File: src/hw/rtl/srow_pkg.sv
// Shared types and constants of the sketch row counter block.
`default_nettype none

package srow_pkg;

   localparam int unsigned HASH_W = 32;
   localparam int unsigned AMT_W  = 31;
   localparam int unsigned VAL_W  = 8;
   localparam int unsigned BIN_W  = 8;
   localparam int unsigned BINS   = 256;
   localparam int unsigned BCNT_W = 18;
   localparam int unsigned NZ_W   = 17;
   localparam int unsigned CSR_W  = 17;
   localparam int unsigned CMD_W  = 3;

   localparam logic [VAL_W-1:0] SAT_MAX   = 8'd255;
   localparam logic [CSR_W-1:0] CSR_RESET = 17'h10000;

   // Remainder unit: quotient bits retired per cycle
   localparam int unsigned MOD_BITS   = 4;
   localparam int unsigned MOD_STEPS  = HASH_W / MOD_BITS;
   localparam int unsigned MOD_STEP_W = $clog2(MOD_STEPS);

   localparam int unsigned QDEPTH = 2;
   localparam int unsigned QPTR_W = $clog2(QDEPTH);

   localparam logic [CMD_W-1:0] CMD_ADD   = 3'd0;
   localparam logic [CMD_W-1:0] CMD_MAX   = 3'd1;
   localparam logic [CMD_W-1:0] CMD_QUERY = 3'd2;
   localparam logic [CMD_W-1:0] CMD_CLEAR = 3'd3;
   localparam logic [CMD_W-1:0] CMD_BIN   = 3'd4;

   typedef enum logic [2:0] {
      OP_ADD,
      OP_MAX,
      OP_QUERY,
      OP_CLEAR,
      OP_BIN,
      OP_NONE
   } op_type;

   typedef struct packed {
      op_type             op;
      logic [HASH_W-1:0]  key_hash;
      logic [VAL_W-1:0]   amount;
      logic [BIN_W-1:0]   bin_index;
   } item_type;

endpackage

`default_nettype wire

File: src/hw/rtl/srow_fifo.sv
// Short queue of decoded transactions between the front and back ends.
`default_nettype none

module srow_fifo (
   input  wire logic                clock,
   input  wire logic                reset,
   input  wire logic                push,
   input  wire srow_pkg::item_type  push_item,
   input  wire logic                pop,
   output      srow_pkg::item_type  head_item,
   output      logic                empty,
   output      logic                full
);

   srow_pkg::item_type                slot_ff [srow_pkg::QDEPTH];
   logic [srow_pkg::QPTR_W-1:0]       wr_ptr_ff, wr_ptr_in;
   logic [srow_pkg::QPTR_W-1:0]       rd_ptr_ff, rd_ptr_in;
   logic [srow_pkg::QPTR_W:0]         count_ff, count_in;

   assign empty     = (count_ff == '0);
   assign full      = (count_ff == (srow_pkg::QPTR_W+1)'(srow_pkg::QDEPTH));
   assign head_item = slot_ff[rd_ptr_ff];

   always_comb begin
      wr_ptr_in = push ? wr_ptr_ff + 1'b1 : wr_ptr_ff;
      rd_ptr_in = pop  ? rd_ptr_ff + 1'b1 : rd_ptr_ff;
      count_in  = count_ff;
      if (push && !pop) begin
         count_in = count_ff + 1'b1;
      end else if (pop && !push) begin
         count_in = count_ff - 1'b1;
      end
   end

   always_ff @(posedge clock) begin
      if (push) begin
         slot_ff[wr_ptr_ff] <= push_item;
      end
      if (reset) begin
         wr_ptr_ff <= '0;
         rd_ptr_ff <= '0;
         count_ff  <= '0;
      end else begin
         wr_ptr_ff <= wr_ptr_in;
         rd_ptr_ff <= rd_ptr_in;
         count_ff  <= count_in;
      end
   end

endmodule

`default_nettype wire

File: config.mk
export PLATFORM = sky130hd
export DESIGN_NAME = srow_fifo
export DESIGN_NICKNAME = d
export VERILOG_FILES = /design/src/hw/rtl/srow_pkg.sv /design/src/hw/rtl/srow_fifo.sv
export SDC_FILE = /design/constraint.sdc
export NUM_CORES = 1
export LEC_CHECK = 0
export BUFFER_PORTS_ARGS = -buffer_cell sky130_fd_sc_hd__buf_2
export CORE_ASPECT_RATIO = 0.8
export CORE_MARGIN = 3
export CORE_UTILIZATION = 51
export DETAILED_ROUTE_END_ITERATION = 16
export PLACE_DENSITY = 0.78
export REMOVE_ABC_BUFFERS = 1
export SYNTH_ARGS = -nofsm -noshare
export SYNTH_HDL_FRONTEND = slang
export SYNTH_SLANG_ARGS = --single-unit
File: constraint.sdc
create_clock -name clock -period 3.8 [get_ports clock]
set_input_delay 0.57 -clock clock [delete_from_list [all_inputs] [get_ports clock]]
set_output_delay 0.57 -clock clock [all_outputs]
set_load 0.01 [all_outputs]
==> out/results.tsv, run 1 <==
metric	value	unit
cts_sinks	107	
seq_area_frac_synth	81.6	%
hold_class	input port to register	
p_leak	1.77	nW
synth_area	3870	um^2
power_density	481	nW/um^2
dp_hpwl	4420	um
routedWlPerCell	16.4	um
core_area	7130	um^2
max_cap_violations	0	
post-cts-setup-buffers	0	
die_area	8690	um^2
run_status	complete, no violations	
htree_levels	3	
hold_ws	0.400	ns
drv_slew	0	
clkPwrFrac	26.2	%
combPwrFrac	11.9	%
die_y	84.0	um
cts_buffers	9	
timing_worst_setup_path_type	register to output port	
timing.setup.tns	0	ns
clk_transition_reported_paths	0.09	ns
period_needed	2.65	ns
rows	27	
avgSynthCellArea	21.4	um^2
switching_share	23.1	%
final_common_cell	buf_2	
insertion_delay	0.35	ns
first_pass_iters	4	
mostFrequentLayoutCells	107 x buf_2, 102 x edfxtp_1, 51 x mux2_2	
placed_area	4540	um^2
track_usage	15.6	%
crit_path_end_kind	output port	
fin_util	66.0	%
synth_cell_type_count	15	
p_sw	0.000523	W
initial_core_util	54.4	%
cts_tree	done	
vias	1995	
antenna_found_initial	0	
final_nets	352	
ys_seq_elements	107	
die_w	103	um
max_freq	378	MHz
cts_resized	0	
synth_cells	181	
power.share.sequential	61.9	%
grt_max_degree	52	
ant_nets	0	
wirelength	6600	um
vdd_ir_drop_max	0.319	mV
final_area	4710	um^2
grt_pass1_vias	2104	
yosys_warnings	0	
grt_pass1_wl	10100	um
grt-ovfl-total	0	
place_congestion	0.726	
hold_viol	0	
period_share	69.7	%
cts_hold_buf	0	
area_growth	21.5	%
worstPathArrival	2.08	ns
finalClockSkew	0.00583	ns
vias_per_cell	4.96	
rsz0062_at_grt	no	
cp_max_fo	28	
cts_root_buf	clkbuf_8	
tightest_slew	0.717	ns
finalSetupViolCount	0	
ioPinCount	108	
worstPathRequired	3.23	ns
port_buffers	107	
slew_headroom	52.2	%
intPower	0.00174	W
drc	0	
startpoint_type	register	
num_antenna_cells	0	
drive_gt1_share	59.8	%
cts_buffer_depth	2	
drtIter0Drc	84	
[critical path: stages (launching register included)]
cell     delay (ns)
dfxtp_2        0.75
buf_4          0.43
mux2_2         0.40
buf_2          0.14
[registers in the layout (all words and copies together) (netlist names), named ones only]
name       cells
wr_ptr_ff      1
count_ff       2
rd_ptr_ff      1
slot_ff      102
[path summary, 6_finish.rpt]
| check | start | endpoint | slack [ns] | depth (start not counted) |
|---|---|---|---|---|
| worst min-delay path | push_item[45] | slot_ff[0][45]$_DFFE_PP_ | 0.40 | 1 |
| worst max register to register | wr_ptr_ff$_SDFFE_PP0P_ | slot_ff[1][21]$_DFFE_PP_ | 1.98 | 2 |
| worst max-delay path | register | head_item[38] | 1.15 | 3 |
| worst min register to register | count_ff[1]$_SDFFE_PP0P_ | count_ff[1]$_SDFFE_PP0P_ | 0.52 | 2 |
[through the flow]
step / power, W / setup WS (ns) / instances
after floorplan: 0.00158 / 0.505 / 175
after global placement: 0.00169 / 1.51 / 386
after detailed placement: 0.00170 / 1.50 / 386
after CTS: 0.00230 / 1.09 / 402
after global routing: 0.00237 / 1.01 / 402
final: 0.00226 / 1.15 / 402
[cell type report]
type	instances	area, um^2
Sequential cell	107	3160
Fill cell	501	2420
Multi-Input combinational cell	67	687
Clock inverter	7	43.8
Inverter	1	3.75
Clock buffer	9	124
Tap cell	101	126
Timing Repair Buffer	110	558
[logic make-up after synthesis]
logic type,after synthesis,synth area share (%)
buffers and inverters,7,0.872
AO/OA/AOI/OAI,2,0.258
flip-flops,107,81.6
AND/OR/NAND/NOR,9,1.20
XOR/XNOR,4,0.904
multiplexers,51,14.8
adder cells (fa/ha/maj),1,0.323
[power by group through the flow]
stage / logic [W] / clock network, W / registers [W]
finish: 0.000270 / 0.000592 / 0.00140
floorplan: 0.000147 / 0 / 0.00143
global route: 0.000297 / 0.000665 / 0.00141
global placement: 0.000268 / 0 / 0.00143
CTS: 0.000275 / 0.000615 / 0.00140
detailed placement: 0.000274 / 0 / 0.00143
[synthesized netlist by cell type]
library cell	number	area, um^2
a21oi_1	1	5.00
and2_1	1	6.26
and2b_2	1	8.76
buf_2	6	30.0
dfxtp_1	5	100
edfxtp_1	102	3060
ha_1	1	12.5
inv_1	1	3.75
mux2_2	51	574
nor2_1	5	18.8
nor2b_1	1	6.26
o21ai_0	1	5.00
or3_1	1	6.26
xnor2_1	2	17.5
xor2_1	2	17.5
[per-layer routing]
metal	wire, um	share of wire (%)	global-route usage [%]	vias to the layer above
li1	-	-	-	934
met1	2860	43	20.0	962
met2	2970	45	23.9	92
met3	700	11	6.60	7
met4	68	1.0	4.94	0
met5	0	0	0	-
(Power assumes the default switching activity.)
==> run 2, diff against run 1 <==
==> constraint.sdc (replaced) <==
create_clock -name clock -period 2.7 [get_ports clock]
set_input_delay 0.405 -clock clock [delete_from_list [all_inputs] [get_ports clock]]
set_output_delay 0.405 -clock clock [all_outputs]
set_load 0.01 [all_outputs]
==> run 2 against run 1 <==
Final cell count rose by 0.25%. Critical path depth stayed put. Via count up 1.2%. Die area did not move. Non-clock buffer count grew 1. Highest routed layer unchanged.
==> out/results.tsv, run 2 (same netlist as run 1, synthesis figures left out) <==
metric	value	unit
run_status	complete, no violations	
die_y	84.0	um
grt_max_degree	52	
finalSetupViolCount	0	
area_growth	23.0	%
hold_viol	0	
timing.rr.start	wr_ptr_ff$_SDFFE_PP0P_	
period_share	82.3	%
grt-ovfl-total	0	
first_pass_iters	4	
place_congestion	0.707	
max_cap_violations	0	
max_freq	450	MHz
mostFrequentLayoutCells	107 x buf_2, 102 x edfxtp_1, 51 x mux2_2	
crit_path_max_incr_delay	0.50	ns
cts_resized	0	
cts_buffers	9	
final_nets	353	
top_usage_layer	met2	
cts_sinks	107	
num_antenna_cells	0	
cp_cell_sequence	buf_4 > mux2_2 > buf_2	
final_common_cell	buf_2	
die_w	103	um
placed_area	4570	um^2
die_area	8690	um^2
vias	2019	
reg_top3	slot_ff x102, count_ff x2	
pre_cts_slack	0.837	ns
worst-path-buf-inv	2	
tightest_slew	0.610	ns
initial_core_util	54.4	%
use_met2	23.0	%
dp_hpwl	4470	um
period_needed	2.22	ns
grt_pass1_wl	10200	um
startpoint_type	register	
finalWorstSetupSlack	0.478	ns
insertion_delay	0.36	ns
largest_reg_flops	102	
antenna_found_initial	0	
crit_path_end_kind	output port	
vdd_ir_drop_max	0.399	mV
cts_tree	done	
port_buffers	107	
cp_max_fo	29	
htree_levels	3	
n_fill_cell	503	
slew_headroom	59.3	%
worstPathArrival	1.82	ns
vias_per_cell	5.01	
grt_use_met3	6.68	%
p_leak	1.79	nW
hold_ws	0.231	ns
final_area	4770	um^2
min_from	push_item[45]	
track_usage	15.7	%
wirelength	6620	um
clk_transition_reported_paths	0.09	ns
seqCellArea	3160	um^2
routedWlPerCell	16.4	um
largest-register	slot_ff	
core_area	7130	um^2
rows	27	
cp_slowest_cell	dfxtp_2	
met1_usage	20.6	%
crit_family	buffers and inverters	
hold_class	input port to register	
ioPinCount	108	
cts_root_buf	clkbuf_8	
timing_worst_setup_path_type	register to output port	
power_density	693	nW/um^2
worstPathRequired	2.30	ns
multiInputGateArea	687	um^2
drtIter0Drc	51	
cts_buffer_depth	2	
finalClockSkew	0.00630	ns
grt_pass1_vias	2111	
drc	0	
drive_gt1_share	59.6	%
post-cts-setup-buffers	0	
cts_hold_buf	0	
rsz0062_at_grt	no	
ant_nets	0	
drv_slew	0	
## run 2: changes by cell type in the layout (fill, tap and decap cells not counted), sizes merged
cell | previous run | this run
clkinv | 5 | 1
clkbuf | 9 | 11
buf | 110 | 111
bufinv | 0 | 1
clkinvlp | 1 | 2
## run 2: through the flow
stage	cells	TNS [ns]	util [%]	total power, W
floorplan	175	-21.93	-	0.00222
global placement	387	0	64.1	0.00239
detailed placement	387	0	64.1	0.00241
CTS	403	0	66.9	0.00335
global route	403	0	66.9	0.00345
finish	403	0	66.9	0.00330
## run 2: worst paths after layout
| path | endpoint | slack, ns | cells after the start |
|---|---|---|---|
| setup / recovery | head_item[38] | 0.48 | 3 |
| hold reg to reg | count_ff[1]$_SDFFE_PP0P_ | 0.53 | 2 |
| hold / removal | slot_ff[0][45]$_DFFE_PP_ | 0.23 | 1 |
| setup reg to reg | slot_ff[1][38]$_DFFE_PP_ | 1.10 | 2 |
## run 2: layout make-up
cell class,instances,share of cell area (%)
Sequential cell,107,66.4
Inverter,1,0.0788
Timing Repair Buffer,111,12.4
Clock inverter,5,1.31
Multi-Input combinational cell,67,14.4
Clock buffer,11,2.76
Tap cell,101,2.65
## run 2: per-layer routing
metal	wire (um)	part of all wire, %	up-vias
met5	0	0	-
met4	70	1.1	0
met3	642	9.7	12
met2	2960	45	90
met1	2950	45	979
li1	-	-	938
## run 2: power by group
| group | total [W] | internal [W] | switching, W | leakage [nW] |
|---|---|---|---|---|
| logic | 0.000401 | 0.000195 | 0.000206 | 0.698 |
| clock network | 0.000937 | 0.000434 | 0.000502 | 0.0901 |
| registers | 0.00196 | 0.00193 | 0.0000328 | 0.999 |
