<file path="src/hw/rtl/srow_pkg.sv">
// Shared types and constants of the sketch row counter block.
`default_nettype none

package srow_pkg;

   localparam int unsigned HASH_W = 32;
   localparam int unsigned AMT_W  = 31;
   localparam int unsigned VAL_W  = 8;
   localparam int unsigned BIN_W  = 8;
   localparam int unsigned BINS   = 256;
   localparam int unsigned BCNT_W = 18;
   localparam int unsigned NZ_W   = 17;
   localparam int unsigned CSR_W  = 17;
   localparam int unsigned CMD_W  = 3;

   localparam logic [VAL_W-1:0] SAT_MAX   = 8'd255;
   localparam logic [CSR_W-1:0] CSR_RESET = 17'h10000;

   // Remainder unit: quotient bits retired per cycle
   localparam int unsigned MOD_BITS   = 4;
   localparam int unsigned MOD_STEPS  = HASH_W / MOD_BITS;
   localparam int unsigned MOD_STEP_W = $clog2(MOD_STEPS);

   localparam int unsigned QDEPTH = 2;
   localparam int unsigned QPTR_W = $clog2(QDEPTH);

   localparam logic [CMD_W-1:0] CMD_ADD   = 3'd0;
   localparam logic [CMD_W-1:0] CMD_MAX   = 3'd1;
   localparam logic [CMD_W-1:0] CMD_QUERY = 3'd2;
   localparam logic [CMD_W-1:0] CMD_CLEAR = 3'd3;
   localparam logic [CMD_W-1:0] CMD_BIN   = 3'd4;

   typedef enum logic [2:0] {
      OP_ADD,
      OP_MAX,
      OP_QUERY,
      OP_CLEAR,
      OP_BIN,
      OP_NONE
   } op_type;

   typedef struct packed {
      op_type             op;
      logic [HASH_W-1:0]  key_hash;
      logic [VAL_W-1:0]   amount;
      logic [BIN_W-1:0]   bin_index;
   } item_type;

endpackage

`default_nettype wire

</file>
<file path="src/hw/rtl/srow_if.sv">
// Request and response channel interfaces of the sketch row counter block.
`default_nettype none

interface srow_req_if;
   logic                                valid;
   logic                                ready;
   logic [srow_pkg::CMD_W-1:0]          cmd;
   logic [srow_pkg::HASH_W-1:0]         key_hash;
   logic [srow_pkg::AMT_W-1:0]          amount;
   logic [srow_pkg::BIN_W-1:0]          bin_index;

   modport source (output valid, cmd, key_hash, amount, bin_index, input ready);
   modport sink   (input valid, cmd, key_hash, amount, bin_index, output ready);
endinterface


`default_nettype wire

</file>
<file path="src/hw/rtl/srow_front.sv">
// Front end: accepts request transactions, saturates the amount and decodes the command.
`default_nettype none

module srow_front (
   srow_req_if.sink                 req_if,
   input  wire logic                queue_full,
   input  wire logic                sweep_busy,
   output      logic                push,
   output      srow_pkg::item_type  push_item
);

   srow_pkg::op_type op;

   always_comb begin
      unique case (req_if.cmd)
         srow_pkg::CMD_ADD:   op = srow_pkg::OP_ADD;
         srow_pkg::CMD_MAX:   op = srow_pkg::OP_MAX;
         srow_pkg::CMD_QUERY: op = srow_pkg::OP_QUERY;
         srow_pkg::CMD_CLEAR: op = srow_pkg::OP_CLEAR;
         srow_pkg::CMD_BIN:   op = srow_pkg::OP_BIN;
         default:             op = srow_pkg::OP_NONE;
      endcase
   end

   assign req_if.ready = !queue_full && !sweep_busy;
   assign push         = req_if.valid && req_if.ready;

   always_comb begin
      push_item.op        = op;
      push_item.key_hash  = req_if.key_hash;
      push_item.bin_index = req_if.bin_index;
      // clamp to the counter range
      if (req_if.amount > srow_pkg::AMT_W'(srow_pkg::SAT_MAX)) begin
         push_item.amount = srow_pkg::SAT_MAX;
      end else begin
         push_item.amount = req_if.amount[srow_pkg::VAL_W-1:0];
      end
   end

endmodule

`default_nettype wire

</file>
<file path="src/flat_wrapper.sv">
// flat-port wrapper written by rule: the top's interface ports become plain ports
module srow_front_flat 
  (queue_full, sweep_busy, push, push_item, req_if_valid, req_if_cmd, req_if_key_hash, req_if_amount, req_if_bin_index, req_if_ready);
  srow_req_if req_if_i ();
  input  wire logic queue_full;
  input  wire logic sweep_busy;
  output      logic push;
  output      srow_pkg::item_type push_item;
  input wire logic [$bits(req_if_i.valid)-1:0] req_if_valid;
  input wire logic [$bits(req_if_i.cmd)-1:0] req_if_cmd;
  input wire logic [$bits(req_if_i.key_hash)-1:0] req_if_key_hash;
  input wire logic [$bits(req_if_i.amount)-1:0] req_if_amount;
  input wire logic [$bits(req_if_i.bin_index)-1:0] req_if_bin_index;
  output wire logic [$bits(req_if_i.ready)-1:0] req_if_ready;
  assign req_if_i.valid = req_if_valid;
  assign req_if_i.cmd = req_if_cmd;
  assign req_if_i.key_hash = req_if_key_hash;
  assign req_if_i.amount = req_if_amount;
  assign req_if_i.bin_index = req_if_bin_index;
  assign req_if_ready = req_if_i.ready;
  srow_front u_core (.req_if(req_if_i), .queue_full(queue_full), .sweep_busy(sweep_busy), .push(push), .push_item(push_item));
endmodule
</file>
<file path="config.mk">
export PLATFORM = sky130hd
export DESIGN_NAME = srow_front_flat
export DESIGN_NICKNAME = d
export VERILOG_FILES = /design/src/hw/rtl/srow_pkg.sv /design/src/hw/rtl/srow_if.sv /design/src/hw/rtl/srow_front.sv /design/src/flat_wrapper.sv
export SDC_FILE = /design/constraint.sdc
export NUM_CORES = 1
export LEC_CHECK = 0
export BUFFER_PORTS_ARGS = -buffer_cell sky130_fd_sc_hd__buf_2
export CAP_MARGIN = 20
export CORE_ASPECT_RATIO = 1.1
export CORE_MARGIN = 4
export CORE_UTILIZATION = 21
export DETAILED_ROUTE_END_ITERATION = 10
export GPL_TIMING_DRIVEN = 0
export PLACE_DENSITY = 0.81
export RECOVER_POWER = 25
export SKIP_LAST_GASP = 1
export SYNTH_ARGS = -nofsm -noshare
export SYNTH_HDL_FRONTEND = slang
export SYNTH_SLANG_ARGS = --single-unit
</file>
<file path="constraint.sdc">
create_clock -name vclk -period 1.75
set_clock_uncertainty 0.2 [all_clocks]
set_input_delay 0.35 -clock vclk [all_inputs]
set_output_delay 0.35 -clock vclk [all_outputs]
set_load 0.01 [all_outputs]
</file>
==> results.yml, run 1 <==
yosys:
  synth_area_leaders: "buf_4 64%, nand3b_1 13%, or4_4 4.8%"
  seq_area_frac_synth_pct: 0
  synth_cell_types: 12
  yosys_warnings: 0
  synth_area_um2: 467
  yosysTopAreaCellShare_pct: 64.3
  synth_area_leader_cell: "buf_4"
  synth_area_per_cell_um2: 7.53
  synth_nets: 139
  syn_inst: 62
detailed_routing:
  vias: 691
  drt_wl_total_um: 1950
  firstDrtPassIters: 2
  first_iter_violations: 3
  drc: 0
  antenna_left: 0
  avgViaCountPerCell: 3.86
  routedWlPerCell_um: 10.9
grt:
  grt_pass1_wl_um: 2520
  antenna_found_initial: 0
  met3_usage_pct: 1.31
  grt.overflow.total: 0
  grt.met1_usage_pct: 12.8
  grt.busiest_layer: "met2"
  grtUsageTotal_pct: 10.3
  use_met2_pct: 19.7
  grt_max_degree: 9
  grt_pass1_vias: 633
critical_path:
  crit_path_max_fanout: 8
  crit_path_end_kind: "primary output"
  worstPathRequired_ns: 1.20
  cpPeakStageDelay_ns: 0.56
  path_cells: "buf_6 > or4_4 > nor2_8 > nand3b_1 > buf_2"
  slowest_stage: "or4_4"
  crit_arrival_ns: 1.43
  critPathKind: "input pin to primary output"
  cp_num_buf_inv: 2
  worstSetupStartpointType: "input pin"
  crit_family: "simple AND/OR/NAND/NOR gates"
run:
  maxCapViolations: 0
final_layout:
  nFlopsAndLatches: 0
  utilization_pct: 46.0
  clock_buffers: 0
  area_growth_pct: 103
  fin_area_um2: 948
  drive_gt1_share_pct: 81.5
  diodes: 0
  seq_area_um2: 0
  fin_nets: 230
pwr:
  ir_worst_vdd_mv: 0.127
  p_leak_nw: 0.566
  cellPowerDensity_nw_per_um2: 207
  finalPower_mw: 0.196
floorplanning:
  io_pins: 130
  start_util_pct: 22.6
  floorplan.rows: 17
  die_x_um: 53.0
  fp.dieH_um: 57.4
  core_area_um2: 2060
  dieArea_um2: 3040
timing:
  hold_viol: 0
  rsz0062_at_grt: "yes"
  tns_ns: -1.73
  max_slew.worst_pin.slew_ns: 0.230
  drv_slew: 0
  setup_viol_count_final: 8
  finalCritPeriodShare_pct: 113
  max_freq_mhz: 505
  fin_crit_ns: 1.98
  setup_ws_ns: -0.229
  maxSlewHeadroom_pct: 84.5
placed_design:
  place.gp.congestion: 0.688
  port_buffers: 90
  dpl_cell_area_um2: 952
run_status:
  violations: "negative setup slack"
  status: "complete, but fails checks"
hold_path:
  hold_path.class: "input pin to primary output"
clock_network:
  cts_setup_buffers: 0
[where the power goes]
group | internal, mW | switching, mW
sequential | 0 | 0
clock | 0 | 0
combinational | 0.126 | 0.0697
total | 0.126 | 0.0697
[synthesized netlist by cell type]
master     n
a21o_1     1
and2_1     1
and4_1     1
buf_4     40
clkbuf_1   2
nand3b_1   8
nor2_1     1
nor2_8     1
nor2b_1    1
nor3_1     1
nor4_1     3
or4_4      2
[layout by cell type, fill, tap and decap left out, drive strengths merged]
cell / instances
nand3b: 8
nor4: 3
and2: 1
clkbuf: 12
nor2b: 1
a21o: 1
or4: 2
and4: 1
nor2: 2
buf: 119
nor3: 1
[final timing paths]
path	from	endpoint	slack [ns]	cells past startpoint
hold / removal	req_if_bin_index[0]	push_item[0]	0.68	2
setup / recovery	req_if_amount[22]	push_item[14]	-0.23	5
[routing by layer]
metal | vias to the layer above | routed length (µm)
li1 | 344 | -
met1 | 281 | 666
met2 | 66 | 1000
met3 | 0 | 287
met4 | 0 | 0
met5 | - | 0
[cell type report]
type,instances,area (µm²)
fillers,221,1110
well taps,28,35.0
repair buffers,90,449
plain buffers,41,304
multi-input cells,20,160
[per-stage QoR]
stage | hold slack, ns | setup slack (ns) | cells
6_report | 0.684 | -0.229 | 179
5_1_grt | 0.694 | -0.263 | 179
4_1_cts | 0.685 | -0.237 | 179
3_5_place_dp | 0.685 | -0.299 | 180
3_3_place_gp | 0.685 | -0.281 | 180
2_1_floorplan | 0.546 | 0.00340 | 62
[repair_timing]
action,4_1_cts,5_1_grt
pin swaps,2,2
endpoints found under the setup margin,8,8
endpoints found under the hold margin,0,0
gates resized for setup,1,2
hold buffers,0,0
[cells by family after synthesis]
logic type      after synthesis  synth area share, %
compound gates                1                 1.61
buf+inv                      42                 66.0
simple gates                 19                 32.4
Power figures use the tool's default switching activity.
==> inputs of run 2 (changes only) <==
--- a/config.mk
+++ b/config.mk
@@ -5,11 +5,12 @@
 export SDC_FILE = /design/constraint.sdc
 export NUM_CORES = 1
 export LEC_CHECK = 0
+export ABC_AREA = 1
 export BUFFER_PORTS_ARGS = -buffer_cell sky130_fd_sc_hd__buf_2
 export CAP_MARGIN = 20
 export CORE_ASPECT_RATIO = 1.1
 export CORE_MARGIN = 4
-export CORE_UTILIZATION = 21
+export CORE_UTILIZATION = 22
 export DETAILED_ROUTE_END_ITERATION = 10
 export GPL_TIMING_DRIVEN = 0
 export PLACE_DENSITY = 0.81
==> run 2 against run 1 <==
Against the previous run:
- the run now ends clean
- combinational power increased by 4%
- critical endpoint is now push_item[12]
- largest power group unchanged
- highest routed layer unchanged
- routed wire length rose by 2.1%
- core utilization up 1.2 points
- setup slack better by 0.35 ns
- design area up 3.6%
- via count rose by 11%
- critical path depth up 1
- count of clock-buffer cells in the layout is the same
- sequential share of layout area unchanged
- non-clock buffer count stayed put
- first-iteration DRC count grew to 2.7 times the previous value
==> results.yml, run 2 <==
pwr:
  p_leak_nw: 0.597
  ir_worst_vdd_mv: 0.120
  cellPowerDensity_nw_per_um2: 207
clock_network:
  cts_setup_buffers: 0
  cts.repair.resized: 0
  ctsHoldBuffers: 0
critical_path:
  worstSetupStartpointType: "input pin"
  crit_family: "simple AND/OR/NAND/NOR gates"
  path_cells: "buf_2 > nor2_1 > nand2_1 > nor2_4 > nand4_1 > buf_2"
  path_depth: 6
  slowest_stage: "nor2_4"
  crit_top_cell: "buf_2"
  worstPathRequired_ns: 1.20
  cpPeakStageDelay_ns: 0.17
  cp_num_buf_inv: 2
  crit_path_max_fanout: 8
  crit_arrival_ns: 1.08
  crit_path_end_kind: "primary output"
  critPathKind: "input pin to primary output"
timing:
  setup_viol_count_final: 0
  finalCritPeriodShare_pct: 93.3
  max_freq_mhz: 613
  timing.hold.ws_ns: 0.684
  maxSlewHeadroom_pct: 88.0
  fin_crit_ns: 1.63
  hold_viol: 0
  max_slew.worst_pin.slew_ns: 0.180
  tns_ns: 0
  drv_slew: 0
  rsz0062_at_grt: "no"
run_status:
  status: "complete, no violations"
yosys:
  yosysMostFrequentCell: "buf_4"
  synth_area_leaders: "buf_4 60%, nand4_1 10%, nor2_1 9.8%"
  synth_nets: 160
  synth_area_leader_cell: "buf_4"
  seq_area_frac_synth_pct: 0
  yosys_warnings: 0
  synth_cell_types: 9
  syn_inst: 83
  synth_area_per_cell_um2: 5.98
  yosysTopAreaCellShare_pct: 60.5
  synth_area_um2: 497
  synth_commonest_cells: "40 x buf_4, 13 x nor2_1, 10 x inv_1"
detailed_routing:
  first_iter_violations: 8
  drc: 0
  firstDrtPassIters: 3
  drt_wl_total_um: 2000
  routedWlPerCell_um: 9.93
  avgViaCountPerCell: 3.82
  antenna_left: 0
  vias: 768
placed_design:
  place.gp.congestion: 0.803
  port_buffers: 90
  dpl_cell_area_um2: 982
  dp_hpwl_um: 1900
floorplanning:
  start_util_pct: 23.8
  io_pins: 130
  floorplan.rows: 17
  dieArea_um2: 3080
  fp.dieH_um: 57.8
  die_x_um: 53.3
  core_area_um2: 2080
final_layout:
  final_common_cell: "buf_2"
  area_growth_pct: 97.7
  fin_nets: 252
  clock_buffers: 0
  seq_area_um2: 0
  utilization_pct: 47.1
  most-common-layout-cells: "78 x buf_2, 40 x buf_4, 13 x nor2_1, 13 x clkbuf_1, 10 x inv_1"
  nFlopsAndLatches: 0
  diodes: 0
  drive_gt1_share_pct: 69.9
  fin_area_um2: 982
grt:
  grtUsageTotal_pct: 9.94
  grt_pass1_wl_um: 2480
  grt_pass1_vias: 604
  grt_max_degree: 9
  antenna_found_initial: 0
  grt.overflow.total: 0
run:
  maxCapViolations: 0
hold_path:
  holdPathStages: 2
  hold_path.class: "input pin to primary output"
[run 2: cell types whose count changed after synthesis, sizes merged, moves of 2 or more]
cell | previous run | this run
nor4 | 3 | 0
or4 | 2 | 0
inv | 0 | 10
nor2 | 2 | 16
nand4 | 0 | 8
nand3b | 8 | 0
nand2 | 0 | 6
[run 2: path summary, 6_finish.rpt]
path	from	endpoint	slack (ns)
worst max-delay path	req_if_amount[11]	push_item[12]	0.12
worst min-delay path	req_if_bin_index[1]	push_item[1]	0.68
[run 2: cells by family (layout without fill, tap and decap cells)]
| logic type | count (synthesis) | in the layout | synth area share, % |
|---|---|---|---|
| AO/OA/AOI/OAI | 1 | 1 | 1.51 |
| AND/OR/NAND/NOR | 31 | 31 | 29.7 |
| buffers and inverters | 51 | 141 | 68.8 |
[run 2: power breakdown]
group | internal [mW] | total [mW] | switching (mW)
Combinational | 0.124 | 0.203 | 0.0794
Sequential | 0 | 0 | 0
Clock | 0 | 0 | 0
Total | 0.124 | 0.203 | 0.0794
[run 2: layer usage]
metal	routed length [µm]	track usage, %	share of wire (%)
met5	0	0	0
met4	0	0	0
met3	415	1.80	21
met2	1030	21.7	51
met1	553	9.48	28
[run 2: per-stage QoR]
stage | setup WS (ns) | total power, mW | std cells
after floorplan | 0.302 | 0.114 | 83
after global placement | 0.0410 | 0.204 | 201
after detailed placement | 0.0341 | 0.208 | 201
after CTS | 0.0323 | 0.208 | 201
after global routing | 0.00485 | 0.222 | 201
final | 0.118 | 0.203 | 201
[run 2: layout make-up]
cell class / count / area [µm²]
inverters: 10 / 37.5
well taps: 28 / 35.0
repair buffers: 90 / 435
plain buffers: 41 / 304
fillers: 211 / 1100
multi-input cells: 32 / 170
==> inputs of run 3 (changes only) <==
--- a/config.mk
+++ b/config.mk
@@ -13,6 +13,7 @@
 export CORE_UTILIZATION = 22
 export DETAILED_ROUTE_END_ITERATION = 10
 export GPL_TIMING_DRIVEN = 0
+export MAX_ROUTING_LAYER = met4
 export PLACE_DENSITY = 0.81
 export RECOVER_POWER = 25
 export SKIP_LAST_GASP = 1
==> run 3 against run 2 <==
Against the previous run:
- flip-flop and latch count unchanged
- maximum frequency unchanged
- global-route usage rose by 0.28 points
- critical path depth stayed put
- setup slack is the same
- via count did not move
- sequential share of layout area unchanged
- largest cell class unchanged
- non-clock buffer count stayed put
- critical endpoint unchanged
- count of clock-buffer cells in the layout stayed put
- critical path type unchanged
==> results.yml, run 3 (same netlist as run 2, synthesis figures left out) <==
floorplanning:
  start_util_pct: 23.8
  core_area_um2: 2080
  io_pins: 130
  die_x_um: 53.3
  dieArea_um2: 3080
  floorplan.rows: 17
  fp.dieH_um: 57.8
placed_design:
  dp.cells: 201
  place.gp.congestion: 0.815
  dp_hpwl_um: 1900
  dp_slack_ns: 0.0341
  port_buffers: 90
pwr:
  ir_worst_vdd_mv: 0.120
  finalPower_mw: 0.203
  p_leak_nw: 0.597
  cellPowerDensity_nw_per_um2: 207
timing:
  setup_viol_count_final: 0
  max_slew.worst_pin.slew_ns: 0.180
  timing.hold.ws_ns: 0.684
  max_freq_mhz: 613
  setup_ws_ns: 0.118
  maxSlewHeadroom_pct: 88.0
  hold_viol: 0
  finalCritPeriodShare_pct: 93.3
  fin_crit_ns: 1.63
  rsz0062_at_grt: "no"
  tns_ns: 0
  drv_slew: 0
final_layout:
  fin_nets: 252
  drive_gt1_share_pct: 69.9
  seq_area_um2: 0
  nFlopsAndLatches: 0
  clock_buffers: 0
  diodes: 0
  most-common-layout-cells: "78 x buf_2, 40 x buf_4, 13 x nor2_1, 13 x clkbuf_1, 10 x inv_1"
  area_growth_pct: 97.7
  multiInputGateArea_um2: 170
  final_common_cell: "buf_2"
  instances_no_fill: 201
  fillers: 211
detailed_routing:
  drt_wl_total_um: 2000
  avgViaCountPerCell: 3.82
  drc: 0
  vias: 768
  firstDrtPassIters: 3
  routedWlPerCell_um: 9.93
  antenna_left: 0
  first_iter_violations: 8
hold_path:
  hold_path.class: "input pin to primary output"
  holdPathStages: 2
grt:
  grt_pass1_vias: 604
  grt_max_degree: 9
  antenna_found_initial: 0
  grt_pass1_wl_um: 2480
  grt.overflow.total: 0
  grtUsageTotal_pct: 10.2
critical_path:
  crit_arrival_ns: 1.08
  worstSetupStartpointType: "input pin"
  crit_path_end_kind: "primary output"
  endpoint: "push_item[12]"
  critPathLaunch: "req_if_amount[11]"
  worstPathRequired_ns: 1.20
  critPathKind: "input pin to primary output"
  crit_path_max_fanout: 8
run:
  maxCapViolations: 0
run_status:
  status: "complete, no violations"
==> run 3: cell counts in the layout (fill, tap and decap cells not counted) <==
Identical to the previous run, type by type.
==> run 3: worst min path at each step <==
stage	start	endpoint	slack, ns
6_report	req_if_bin_index[1]	push_item[1]	0.68
2_1_floorplan	queue_full	req_if_ready	0.54
3_3_place_gp	req_if_key_hash[26]	push_item[42]	0.68
4_1_cts	req_if_bin_index[1]	push_item[1]	0.69
3_5_place_dp	req_if_bin_index[1]	push_item[1]	0.69
5_1_grt	req_if_key_hash[11]	push_item[27]	0.69
==> run 3: power by group <==
part           switching, mW  internal [mW]
sequential                 0              0
combinational         0.0795          0.124
clock                      0              0
==> run 3: repair_timing <==
action / CTS / global route
hold buffers: 0 / 0
endpoints found under the setup margin: 0 / 8
setup buffers: 0 / 0
gates resized for setup: 0 / 3
hold endpoints to repair: 0 / 0
==> run 3: metal layers <==
| layer | GRT usage (%) | up-vias | routed length [µm] |
|---|---|---|---|
| met5 | - | - | 0 |
| li1 | - | 397 | - |
| met3 | 1.03 | 0 | 404 |
| met1 | 9.94 | 293 | 565 |
| met2 | 21.7 | 78 | 1030 |
| met4 | 0 | 0 | 0 |
==> run 3: per-stage QoR <==
| step | area, µm² | utilization, % |
|---|---|---|
| floorplan | 497 | - |
| global placement | 982 | 47.1 |
| detailed placement | 982 | 47.1 |
| CTS | 982 | 47.1 |
| global route | 982 | 47.1 |
| finish | 982 | 47.1 |
==> run 3: area by class of cell <==
class	count	area share (%)
Buffer	41	31.0
Inverter	10	3.82
Multi-Input combinational cell	32	17.3
Tap cell	28	3.57
Timing Repair Buffer	90	44.3
==> run 3: worst max-delay path, stage by stage <==
cell and delay, ns:
buf_2 0.10, nor2_1 0.10, nand2_1 0.10, nor2_4 0.17, nand4_1 0.11, buf_2 0.16
